[config.mk]
export PLATFORM = sky130hd
export DESIGN_NAME = lru_writeback_block_cache_tags
export DESIGN_NICKNAME = d
export VERILOG_FILES = /design/src/rtl/lwbc_pkg.sv /design/src/rtl/lwbc_cell.sv /design/src/rtl/lru_writeback_block_cache_tags.sv
export SDC_FILE = /design/constraint.sdc
export NUM_CORES = 2
export LEC_CHECK = 0
export BUFFER_PORTS_ARGS = -buffer_cell sky130_fd_sc_hd__buf_2
export CORE_MARGIN = 3
export CORE_UTILIZATION = 40
export DETAILED_ROUTE_END_ITERATION = 8
export PLACE_DENSITY = 0.59
export SYNTH_ARGS = -nofsm -noshare
export SYNTH_HDL_FRONTEND = slang
export SYNTH_HIERARCHICAL = 1
export SYNTH_SLANG_ARGS = --single-unit
[constraint.sdc]
create_clock -name clk -period 28.5 [get_ports clk]
set_clock_uncertainty 0.1 [all_clocks]
set_input_delay 1.425 -clock clk [delete_from_list [all_inputs] [get_ports clk]]
set_output_delay 1.425 -clock clk [all_outputs]
set_load 0.01 [all_outputs]
[src/rtl/lwbc_pkg.sv]
`timescale 1ns / 1ps
package lwbc_pkg;
  localparam int CAPACITY     = 16;
  localparam int SLOT_W       = 4;
  localparam int FILE_ID_BITS = 16;
  localparam int BLOCK_W      = 32;

  localparam logic [2:0] ACT_LOOKUP     = 3'd0;
  localparam logic [2:0] ACT_PROBE      = 3'd1;
  localparam logic [2:0] ACT_INSERT     = 3'd2;
  localparam logic [2:0] ACT_INVALIDATE = 3'd3;
  localparam logic [2:0] ACT_CLEAN      = 3'd4;
  localparam logic [2:0] ACT_DROP_RANGE = 3'd5;
  localparam logic [2:0] ACT_FLUSH_FILE = 3'd6;
  localparam logic [2:0] ACT_FLUSH_ALL  = 3'd7;

  localparam logic KIND_STATUS    = 1'b0;
  localparam logic KIND_WRITEBACK = 1'b1;

  typedef struct packed {
    logic [2:0]              action;
    logic [FILE_ID_BITS-1:0] file_id;
    logic [63:0]             byte_offset;
    logic [63:0]             range_length;
    logic [BLOCK_W-1:0]      block_index;
    logic                    dirty_in;
  } in_item_t;

  typedef struct packed {
    logic                    result_kind;
    logic                    hit;
    logic [SLOT_W-1:0]       slot;
    logic [FILE_ID_BITS-1:0] out_file_id;
    logic [BLOCK_W-1:0]      out_block;
    logic                    last;
  } out_item_t;

  typedef enum logic [2:0] {
    OP_NONE,
    OP_PROMOTE,
    OP_REMOVE,
    OP_CLEAN,
    OP_ALLOC
  } cell_op_t;

  typedef struct packed {
    cell_op_t                op;
    logic [SLOT_W-1:0]       slot;
    logic [SLOT_W-1:0]       rank_ref;
    logic                    set_dirty;
    logic                    dirty;
    logic [FILE_ID_BITS-1:0] file;
    logic [BLOCK_W-1:0]      block;
    logic [63:0]             first;
    logic [63:0]             lastb;
  } cell_cmd_t;

  typedef struct packed {
    logic                    valid;
    logic                    dirty;
    logic [FILE_ID_BITS-1:0] file;
    logic [BLOCK_W-1:0]      block;
    logic [SLOT_W-1:0]       rank;
    logic                    key_match;
    logic                    file_match;
    logic                    range_match;
  } cell_stat_t;
endpackage

[src/rtl/lwbc_cell.sv]
`timescale 1ns / 1ps
module lwbc_cell (
  input  logic                      clk,
  input  logic                      rst_n,
  input  logic [lwbc_pkg::SLOT_W-1:0] cell_idx,
  input  lwbc_pkg::cell_cmd_t       cmd,
  input  logic                      free_in,
  output logic                      free_out,
  output logic                      is_free,
  output lwbc_pkg::cell_stat_t      stat
);
  logic                                valid_r, dirty_r;
  logic [lwbc_pkg::FILE_ID_BITS-1:0]   file_r;
  logic [lwbc_pkg::BLOCK_W-1:0]        block_r;
  logic [lwbc_pkg::SLOT_W-1:0]         rank_r;
  logic                                mine;
  logic                                fmatch;

  assign mine   = (cmd.slot == cell_idx);
  assign fmatch = valid_r && (file_r == cmd.file);

  // lowest free slot: first invalid cell with no free cell below it
  assign is_free  = !valid_r && !free_in;
  assign free_out = free_in || !valid_r;

  always_comb begin
    stat.valid       = valid_r;
    stat.dirty       = dirty_r;
    stat.file        = file_r;
    stat.block       = block_r;
    stat.rank        = rank_r;
    stat.file_match  = fmatch;
    stat.key_match   = fmatch && (block_r == cmd.block);
    stat.range_match = fmatch && ({32'b0, block_r} >= cmd.first) &&
                       ({32'b0, block_r} <= cmd.lastb);
  end

  always_ff @(posedge clk) begin
    if (!rst_n) begin
      valid_r <= 1'b0;
      dirty_r <= 1'b0;
      rank_r  <= '0;
    end else begin
      unique case (cmd.op)
        lwbc_pkg::OP_PROMOTE: begin
          if (mine) begin
            rank_r <= '0;
            if (cmd.set_dirty) dirty_r <= cmd.dirty;
          end else if (valid_r && rank_r < cmd.rank_ref) begin
            rank_r <= rank_r + 1'b1;
          end
        end
        lwbc_pkg::OP_REMOVE: begin
          if (mine) begin
            valid_r <= 1'b0;
            dirty_r <= 1'b0;
            rank_r  <= '0;
          end else if (valid_r && rank_r > cmd.rank_ref) begin
            rank_r <= rank_r - 1'b1;
          end
        end
        lwbc_pkg::OP_CLEAN: begin
          if (mine) dirty_r <= 1'b0;
        end
        lwbc_pkg::OP_ALLOC: begin
          if (mine) begin
            valid_r <= 1'b1;
            dirty_r <= cmd.dirty;
            rank_r  <= '0;
          end else if (valid_r) begin
            rank_r <= rank_r + 1'b1;
          end
        end
        default: ;
      endcase
    end
  end

  always_ff @(posedge clk) begin
    if (cmd.op == lwbc_pkg::OP_ALLOC && mine) begin
      file_r  <= cmd.file;
      block_r <= cmd.block;
    end
  end
endmodule

[src/rtl/lru_writeback_block_cache_tags.sv]
`timescale 1ns / 1ps
// Tag, dirty and LRU controller for a 16-entry fully associative write-back
// block cache. One transaction at a time; an insert into a full cache first
// evicts the least recent entry, writing it back if dirty. Range drop and
// flushes walk the 16 cells one per cycle while no writeback is held up.
// Each writeback waits for the output register to free.
// Each slot is a cell holding its key, dirty mark and recency rank; the
// controller broadcasts one command per cycle to the cell row, and the
// lowest free slot ripples along the row. Results leave through one output
// register; every transaction ends with a status item that has last set.
module lru_writeback_block_cache_tags (
  input  logic                clk,
  input  logic                rst_n,
  input  logic                in_valid,
  output logic                in_ready,
  input  lwbc_pkg::in_item_t  in_data,
  output logic                out_valid,
  input  logic                out_ready,
  output lwbc_pkg::out_item_t out_data,
  input  logic                cfg_valid,
  output logic                cfg_ready,
  input  logic [4:0]          cfg_data
);
  localparam int CAP = lwbc_pkg::CAPACITY;
  localparam int SW  = lwbc_pkg::SLOT_W;

  typedef enum logic [3:0] {
    ST_IDLE, ST_BOUND, ST_LAST, ST_DISPATCH, ST_WB_EVICT, ST_EVICT,
    ST_ALLOC, ST_WB_ONE, ST_FIN_ONE, ST_WALK, ST_STATUS
  } state_t;

  state_t                st_r;
  logic [4:0]            bs_r;
  lwbc_pkg::in_item_t    req_r;
  logic [63:0]           first_r, endb_r, lastb_r;
  logic [SW-1:0]         slot_r, walk_r;
  logic                  hit_r;
  logic [SW:0]           occ_r;
  logic                  out_valid_r, out_valid_nxt;
  lwbc_pkg::out_item_t   out_r;

  lwbc_pkg::cell_cmd_t   cmd;
  lwbc_pkg::cell_stat_t  stat [CAP];
  logic [CAP:0]          free_chain;
  logic [CAP-1:0]        is_free, valid_vec;

  logic                  out_free, out_load, any_hit, victim_found;
  logic [SW-1:0]         hit_slot, victim_slot, free_slot;
  logic                  walk_cond, walk_wb;
  logic [63:0]           sum, endb_nxt;
  logic                  sum_c;

  assign cfg_ready = 1'b1;
  assign in_ready  = (st_r == ST_IDLE);
  assign out_valid = out_valid_r;
  assign out_data  = out_r;
  assign out_free  = !out_valid_r || out_ready;

  assign free_chain[0] = 1'b0;
  genvar g;
  generate
    for (g = 0; g < CAP; g++) begin : g_cell
      lwbc_cell u_cell (
        .clk      (clk),
        .rst_n    (rst_n),
        .cell_idx (SW'(g)),
        .cmd      (cmd),
        .free_in  (free_chain[g]),
        .free_out (free_chain[g+1]),
        .is_free  (is_free[g]),
        .stat     (stat[g])
      );
      assign valid_vec[g] = stat[g].valid;
    end
  endgenerate

  always_comb begin
    any_hit      = 1'b0;
    hit_slot     = '0;
    victim_found = 1'b0;
    victim_slot  = '0;
    free_slot    = '0;
    for (int i = 0; i < CAP; i++) begin
      if (stat[i].key_match) begin
        any_hit  = 1'b1;
        hit_slot = SW'(i);
      end
      if (stat[i].valid && stat[i].rank == SW'(CAP - 1)) begin
        victim_found = 1'b1;
        victim_slot  = SW'(i);
      end
      if (is_free[i]) free_slot = SW'(i);
    end
  end

  // saturating range end
  assign {sum_c, sum} = {1'b0, req_r.byte_offset} + {1'b0, req_r.range_length} - 65'd1;
  assign endb_nxt = (sum_c && req_r.range_length != 64'd0) ? 64'hFFFF_FFFF_FFFF_FFFF : sum;

  always_comb begin
    walk_cond = stat[walk_r].valid &&
                ((req_r.action == lwbc_pkg::ACT_FLUSH_ALL) ||
                 (req_r.action == lwbc_pkg::ACT_FLUSH_FILE && stat[walk_r].file_match) ||
                 (req_r.action == lwbc_pkg::ACT_DROP_RANGE && stat[walk_r].range_match &&
                  req_r.range_length != 64'd0));
    walk_wb   = walk_cond && stat[walk_r].dirty &&
                (req_r.action != lwbc_pkg::ACT_DROP_RANGE);
  end

  // load the output register, else drop the item once it is taken
  always_comb begin
    out_load = out_free && ((st_r == ST_WB_EVICT) || (st_r == ST_WB_ONE) ||
                            (st_r == ST_STATUS) || (st_r == ST_WALK && walk_wb));
    out_valid_nxt = out_load || (out_valid_r && !out_ready);
  end

  always_comb begin
    cmd.op        = lwbc_pkg::OP_NONE;
    cmd.slot      = slot_r;
    cmd.rank_ref  = stat[slot_r].rank;
    cmd.set_dirty = 1'b0;
    cmd.dirty     = req_r.dirty_in;
    cmd.file      = req_r.file_id;
    cmd.block     = (req_r.action == lwbc_pkg::ACT_INVALIDATE ||
                     req_r.action == lwbc_pkg::ACT_CLEAN) ?
                    req_r.block_index : first_r[31:0];
    cmd.first     = first_r;
    cmd.lastb     = lastb_r;
    unique case (st_r)
      ST_DISPATCH: begin
        if (any_hit && (req_r.action == lwbc_pkg::ACT_LOOKUP ||
                        req_r.action == lwbc_pkg::ACT_INSERT)) begin
          cmd.op        = lwbc_pkg::OP_PROMOTE;
          cmd.slot      = hit_slot;
          cmd.rank_ref  = stat[hit_slot].rank;
          cmd.set_dirty = (req_r.action == lwbc_pkg::ACT_INSERT);
        end
      end
      ST_EVICT: cmd.op = lwbc_pkg::OP_REMOVE;
      ST_ALLOC: begin
        cmd.op   = lwbc_pkg::OP_ALLOC;
        cmd.slot = free_slot;
      end
      ST_FIN_ONE: cmd.op = (req_r.action == lwbc_pkg::ACT_INVALIDATE) ?
                           lwbc_pkg::OP_REMOVE : lwbc_pkg::OP_CLEAN;
      ST_WALK: begin
        cmd.slot     = walk_r;
        cmd.rank_ref = stat[walk_r].rank;
        if (walk_cond && (!walk_wb || out_free)) cmd.op = lwbc_pkg::OP_REMOVE;
      end
      default: ;
    endcase
  end

  always_ff @(posedge clk) begin
    if (!rst_n) begin
      st_r        <= ST_IDLE;
      bs_r        <= 5'd12;
      occ_r       <= '0;
      out_valid_r <= 1'b0;
    end else begin
      if (cfg_valid) bs_r <= cfg_data;
      out_valid_r <= out_valid_nxt;
      unique case (st_r)
        ST_IDLE: if (in_valid) begin
          req_r   <= in_data;
          first_r <= in_data.byte_offset >> bs_r;
          st_r    <= ST_BOUND;
        end
        ST_BOUND: begin
          endb_r <= endb_nxt;
          st_r   <= ST_LAST;
        end
        ST_LAST: begin
          lastb_r <= endb_r >> bs_r;
          st_r    <= ST_DISPATCH;
        end
        ST_DISPATCH: begin
          priority case (1'b1)
            (req_r.action == lwbc_pkg::ACT_LOOKUP || req_r.action == lwbc_pkg::ACT_PROBE ||
             ((req_r.action == lwbc_pkg::ACT_INSERT) && any_hit)): begin
              hit_r  <= any_hit;
              slot_r <= any_hit ? hit_slot : '0;
              st_r   <= ST_STATUS;
            end
            (req_r.action == lwbc_pkg::ACT_INSERT): begin
              if (occ_r >= (SW+1)'(CAP) && victim_found) begin
                slot_r <= victim_slot;
                st_r   <= stat[victim_slot].dirty ? ST_WB_EVICT : ST_EVICT;
              end else begin
                st_r <= ST_ALLOC;
              end
            end
            (req_r.action == lwbc_pkg::ACT_INVALIDATE ||
             req_r.action == lwbc_pkg::ACT_CLEAN): begin
              hit_r  <= any_hit;
              slot_r <= any_hit ? hit_slot : '0;
              if (!any_hit) st_r <= ST_STATUS;
              else st_r <= stat[hit_slot].dirty ? ST_WB_ONE : ST_FIN_ONE;
            end
            default: begin
              hit_r  <= 1'b0;
              slot_r <= '0;
              walk_r <= '0;
              st_r   <= ST_WALK;
            end
          endcase
        end
        ST_WB_EVICT, ST_WB_ONE: if (out_free) begin
          out_r.result_kind <= lwbc_pkg::KIND_WRITEBACK;
          out_r.hit         <= 1'b0;
          out_r.slot        <= slot_r;
          out_r.out_file_id <= stat[slot_r].file;
          out_r.out_block   <= stat[slot_r].block;
          out_r.last        <= 1'b0;
          st_r <= (st_r == ST_WB_EVICT) ? ST_EVICT : ST_FIN_ONE;
        end
        ST_EVICT: begin
          occ_r <= occ_r - 1'b1;
          st_r  <= ST_ALLOC;
        end
        ST_ALLOC: begin
          occ_r  <= occ_r + 1'b1;
          hit_r  <= 1'b0;
          slot_r <= free_slot;
          st_r   <= ST_STATUS;
        end
        ST_FIN_ONE: begin
          if (req_r.action == lwbc_pkg::ACT_INVALIDATE) occ_r <= occ_r - 1'b1;
          st_r <= ST_STATUS;
        end
        ST_WALK: if (!walk_wb || out_free) begin
          if (walk_cond) begin
            hit_r <= 1'b1;
            occ_r <= occ_r - 1'b1;
          end
          if (walk_wb) begin
            out_r.result_kind <= lwbc_pkg::KIND_WRITEBACK;
            out_r.hit         <= 1'b0;
            out_r.slot        <= walk_r;
            out_r.out_file_id <= stat[walk_r].file;
            out_r.out_block   <= stat[walk_r].block;
            out_r.last        <= 1'b0;
          end
          walk_r <= walk_r + 1'b1;
          if (walk_r == SW'(CAP - 1)) st_r <= ST_STATUS;
        end
        ST_STATUS: if (out_free) begin
          out_r.result_kind <= lwbc_pkg::KIND_STATUS;
          out_r.hit         <= hit_r;
          out_r.slot        <= slot_r;
          out_r.out_file_id <= '0;
          out_r.out_block   <= '0;
          out_r.last        <= 1'b1;
          st_r <= ST_IDLE;
        end
        default: st_r <= ST_IDLE;
      endcase
    end
  end

  a_occ_count: assert property (@(posedge clk) disable iff (!rst_n)
    (st_r == ST_IDLE) |-> ($countones(valid_vec) == int'(occ_r)))
    else $error("occupancy does not match valid cells");
  a_one_txn: assert property (@(posedge clk) disable iff (!rst_n)
    (in_valid && in_ready) |=> !in_ready)
    else $error("second transaction accepted while busy");
  a_last_status: assert property (@(posedge clk) disable iff (!rst_n)
    (out_valid && out_data.last) |-> (out_data.result_kind == lwbc_pkg::KIND_STATUS))
    else $error("last flag on a writeback item");
endmodule

== Word level (Yosys, flattened, before mapping) ==
Cells that the tools add are included.

* Add/sub/neg operators: 37
* $lt $le $gt $ge: 69
* Equal/unequal tests: 212
* Shift operators: 2
* Multiplexer cells: 346
* Bitwise operators: 4
* Reduce and logical (&&, ||, !) cells: 288

{| class="wikitable"
|+ Operator list
! kind !! count
|-
| >= comparator 32 x 64 -> 1 bit || 16
|-
| less-or-equal comparator 32 x 64 -> 1 bit || 16
|-
| binary-select mux 57 bit (select 4 bit) || 4
|-
| two-way mux 4 bit || 148
|-
| equality test 32 bit || 16
|-
| two-way mux 55 bit || 6
|-
| equality test 16 bit || 16
|-
| two-way mux 56 bit || 4
|-
| case mux 4 bit (3 select lines) || 17
|-
| case mux 55 bit (3 select lines) || 1
|-
| logical AND 1 bit || 157
|-
| != test 3 x 1 -> 1 bit, second input constant || 48
|-
| != test 2 x 1 -> 1 bit, second input constant || 66
|-
| >> shifter 64 x 5 -> 64 bit || 2
|-
| two-way mux 57 bit || 2
|-
| equality test 4 bit, second input constant || 28
|-
| two-way mux 1 bit || 108
|-
| AND reduction 5 bit || 18
|-
| adder 4 x 1 -> 4 bit, second input constant || 17
|-
| AND reduction 4 bit || 17
|-
| adder 64 x 64 -> 65 bit || 1
|-
| subtractor 65 x 1 -> 65 bit, second input constant || 1
|-
| greater-than comparator 4 bit || 16
|-
| less-than comparator 4 bit || 16
|-
| 37 further kinds || 217
|}

* Register bits after elaboration: 1315
* Input bits: 190
* Logic and storage cells: 1060

== Logic depth before layout (Yosys ltp) ==
* Word-level depth: 31
* Depth in mapped cells: 29
* Depth with buffers taken out: 26

== By module ==
The synthesis kept the hierarchy.

{| class="wikitable"
|+ By module, submodules not included
! module !! instances !! cells an instance !! area each (um2) !! sequential area each (um2)
|-
| lwbc_cell at g_cell[0].u_cell ... || 15 || 443 || 4347.9 || 1561.5
|-
| lru_writeback_block_cache_tags || 1 || 3639 || 42349.4 || 13392.8
|-
| lwbc_cell at g_cell[2].u_cell || 1 || 444 || 4340.4 || 1561.5
|}

== Worst setup path before layout ==
No wires, ideal clock.

* Path type: register -> register
* Start: register lastb_r[14]
* End: register g_cell[2].u_cell/rank_r[2] (netlist bit)
* Library setup time: 74 ps
* Arrival time: 9115 ps
* Data required time: 28326 ps
* Setup slack: 19210 ps
* Stages on the path, launching flop included: 22
* Clock period less this slack: 9290 ps
* Cells stage by stage: edfxtp_1 -> inv_1 -> ha_1 -> a21oi_2 -> nand2_1 -> a221o_1 -> o31a_1 -> o221ai_2 -> o2111a_1 -> mux4_2 -> mux4_2 -> inv_1 -> o31a_1 -> nor2b_1 -> nor2b_1 -> o21ai_0 -> a21oi_1 -> nand2b_1 -> nor2_1 -> mux2_2 -> a31o_2 -> a31oi_1

{| class="wikitable"
|+ RTL lines
! element !! RTL line !! text
|-
| start: declaration || lru_writeback_block_cache_tags.sv:35 || <nowiki>logic [63:0] first_r, endb_r, lastb_r;</nowiki>
|-
| start signal: assignment || lru_writeback_block_cache_tags.sv:175 || <nowiki>lastb_r <= endb_r >> bs_r;</nowiki>
|-
| end signal: assignment || lwbc_cell.sv:50 || <nowiki>rank_r <= rank_r + 1'b1;</nowiki>
|-
| end signal: assignment || lwbc_cell.sv:59 || <nowiki>rank_r <= rank_r - 1'b1;</nowiki>
|-
| end signal: assignment || lwbc_cell.sv:71 || <nowiki>rank_r <= rank_r + 1'b1;</nowiki>
|-
| end: declaration || lwbc_cell.sv:15 || <nowiki>logic [lwbc_pkg::SLOT_W-1:0] rank_r;</nowiki>
|}

==> flow_summary.ini <==
[outcome]
status = finished with violations
violations = max-capacitance violations, max-slew violations

[clock_network]
numCtsBuffers = 163
cts-resized-gates = 0
holdBufCountCts = 0
clock_path_buffers = 4
cts_sinks = 1315
cts_root_buf = clkbuf_16
clkSlewWorstSetupHoldPaths_ns = 0.06
htree_levels = 4
post_cts_buffers = 0
worstSkewPairLatency_ns = 0.89
tritoncts = done

[yosys]
syn_area_per_cell_sq_um = 10.4
synth_cells = 10726
yosys_warnings = 6
syn_area_sq_um = 112000

[worst_setup_path]
worst-setup-path-type = reg -> reg
cp_data_arrival_time_ns = 10.84
critPathMaxFanout = 33
crit_path_start_kind = register
cpMaxStageDelayCell = a221o_1
worstSetupEndpointType = register
cpPeakStageDelay_ns = 0.94
worst-endpoint-required_ns = 29.17

[layout]
final_util_pct = 44.6
area_growth_pct = 10.7
fillers = 25766
final_cell_mix = inv_1 (1484), ha_1 (1251), edfxtp_1 (1204)
drive_gt1_share_pct = 14.0
fin_area_sq_um = 124000
nNetsFinal = 12508
fin_cells = 14905
mostFrequentLayoutCell = inv_1

[detailed_routing]
viasPerCell = 6.35
detail_route.first_pass.iterations = 8
met2_length_microns = 202000
vias = 94599
routed.top_layer = met5
wl_microns = 468000
wl_met3_microns = 53500
dr.first_iter.drc_count = 12968
routedLengthMet1_microns = 180000
drc = 0
wire_per_inst_microns = 31.4
ant_nets = 0

[floorplan]
core_sq_um = 277000
die_h_microns = 535
die_area_sq_um = 286000
start_util_pct = 40.3
pin_count = 248
die_w_microns = 535
rows = 193

[power_and_ir_drop]
power_frac_seq_pct = 38.3
pwr-share-comb_pct = 26.0
clkPwrFrac_pct = 35.6
max-vdd-ir-drop_mv = 0.0502
p_leak_nw = 50.0
cellPowerDensity_nw_per_um2 = 49.2
p_sw_mw = 2.02
intPower_mw = 4.07
swShare_pct = 33.2

[timing]
slew_headroom_pct = -9.35
fin_crit_sh_pct = 35.7
slew_viol_final = 2
hold_violations = 0
rsz0062_at_grt = false
setup_viol_count_final = 0
holdWs_ns = 0.425
fmax_ghz = 0.0984
fin_crit_ns = 10.16
worstMarginPinSlew_ns = 1.62
setup_tns_ns = 0

[placement]
dpl_cell_area_sq_um = 118000
globalplace.congestion = 1.00
dp_hpwl_microns = 350000
io_buffers = 246
placed_cells = 14605

[flow_run]
cap_violations = 1

[global_route]
antenna_found_initial = 38
grt_pass1_vias = 91548
grt_pass1_wl_microns = 659000
grt_max_degree = 113
track_usage_pct = 31.7
grt_overflow_total = 0

[min_path]
min_path_type = reg -> reg
## worst paths after layout
check / start / end / slack [ns] / cells past startpoint
setup / recovery: req_r[179] / g_cell[2].u_cell/rank_r[3] / 18.34 / 28
hold reg to reg: occ_r[2] / occ_r[2] / 0.42 / 2
hold / removal: occ_r[2] / occ_r[2] / 0.42 / 2
setup reg to reg: req_r[179] / g_cell[2].u_cell/rank_r[3] / 18.34 / 28
## metal layers
layer / GRT usage [%] / vias to the layer above
li1: - / 40800
met1: 41.1 / 46885
met2: 47.5 / 5750
met3: 8.46 / 1150
met4: 18.2 / 14
met5: 0 / -
## per-stage QoR
step / total power, mW / setup WS (ns)
finish: 6.10 / 18.34
global route: 6.35 / 17.91
CTS: 6.10 / 18.72
detailed placement: 3.93 / 18.77
global placement: 3.89 / 18.86
floorplan: 3.38 / 19.21
## sequential cells by signal, summed over array words and instances, names as in the netlist, 17 cells and up
register,count
cmd,17
endb_r,64
first_r,64
g_cell.u_cell/block_r,512
g_cell.u_cell/file_r,256
g_cell.u_cell/rank_r,64
lastb_r,64
out_data,55
req_r,163
## worst max-delay path: cells and delay by family, from the launching register on
kind | cells | cell delay, ns
and+or+nand+nor | 10 | 3.39
xor gates and xnor gates | 1 | 0.23
muxes | 1 | 0.41
buffers and inverters | 3 | 0.90
adders and majority gates | 1 | 0.36
DFF | 1 | 0.56
AOI/OAI and AO/OA | 12 | 3.92
## final cells by class
cell class | count | area, sq um | area share, %
Inverter | 1487 | 5580 | 4.51
Clock buffer | 192 | 4300 | 3.48
Clock inverter | 95 | 1100 | 0.885
Timing Repair Buffer | 464 | 2910 | 2.35
Antenna cell | 13 | 32.5 | 0.0263
Tap cell | 3705 | 4640 | 3.74
Sequential cell | 1315 | 38400 | 31.0
Multi-Input combinational cell | 7634 | 66900 | 54.0
## power by group through the flow
stage | combinational, mW | clock [mW] | sequential (mW)
3_5_place_dp | 1.55 | 0 | 2.37
6_report | 1.59 | 2.17 | 2.34
4_1_cts | 1.56 | 2.20 | 2.33
3_3_place_gp | 1.52 | 0 | 2.37
5_1_grt | 1.72 | 2.28 | 2.34
2_1_floorplan | 0.997 | 0 | 2.39
No activity file was read; power rests on OpenSTA's default activity.
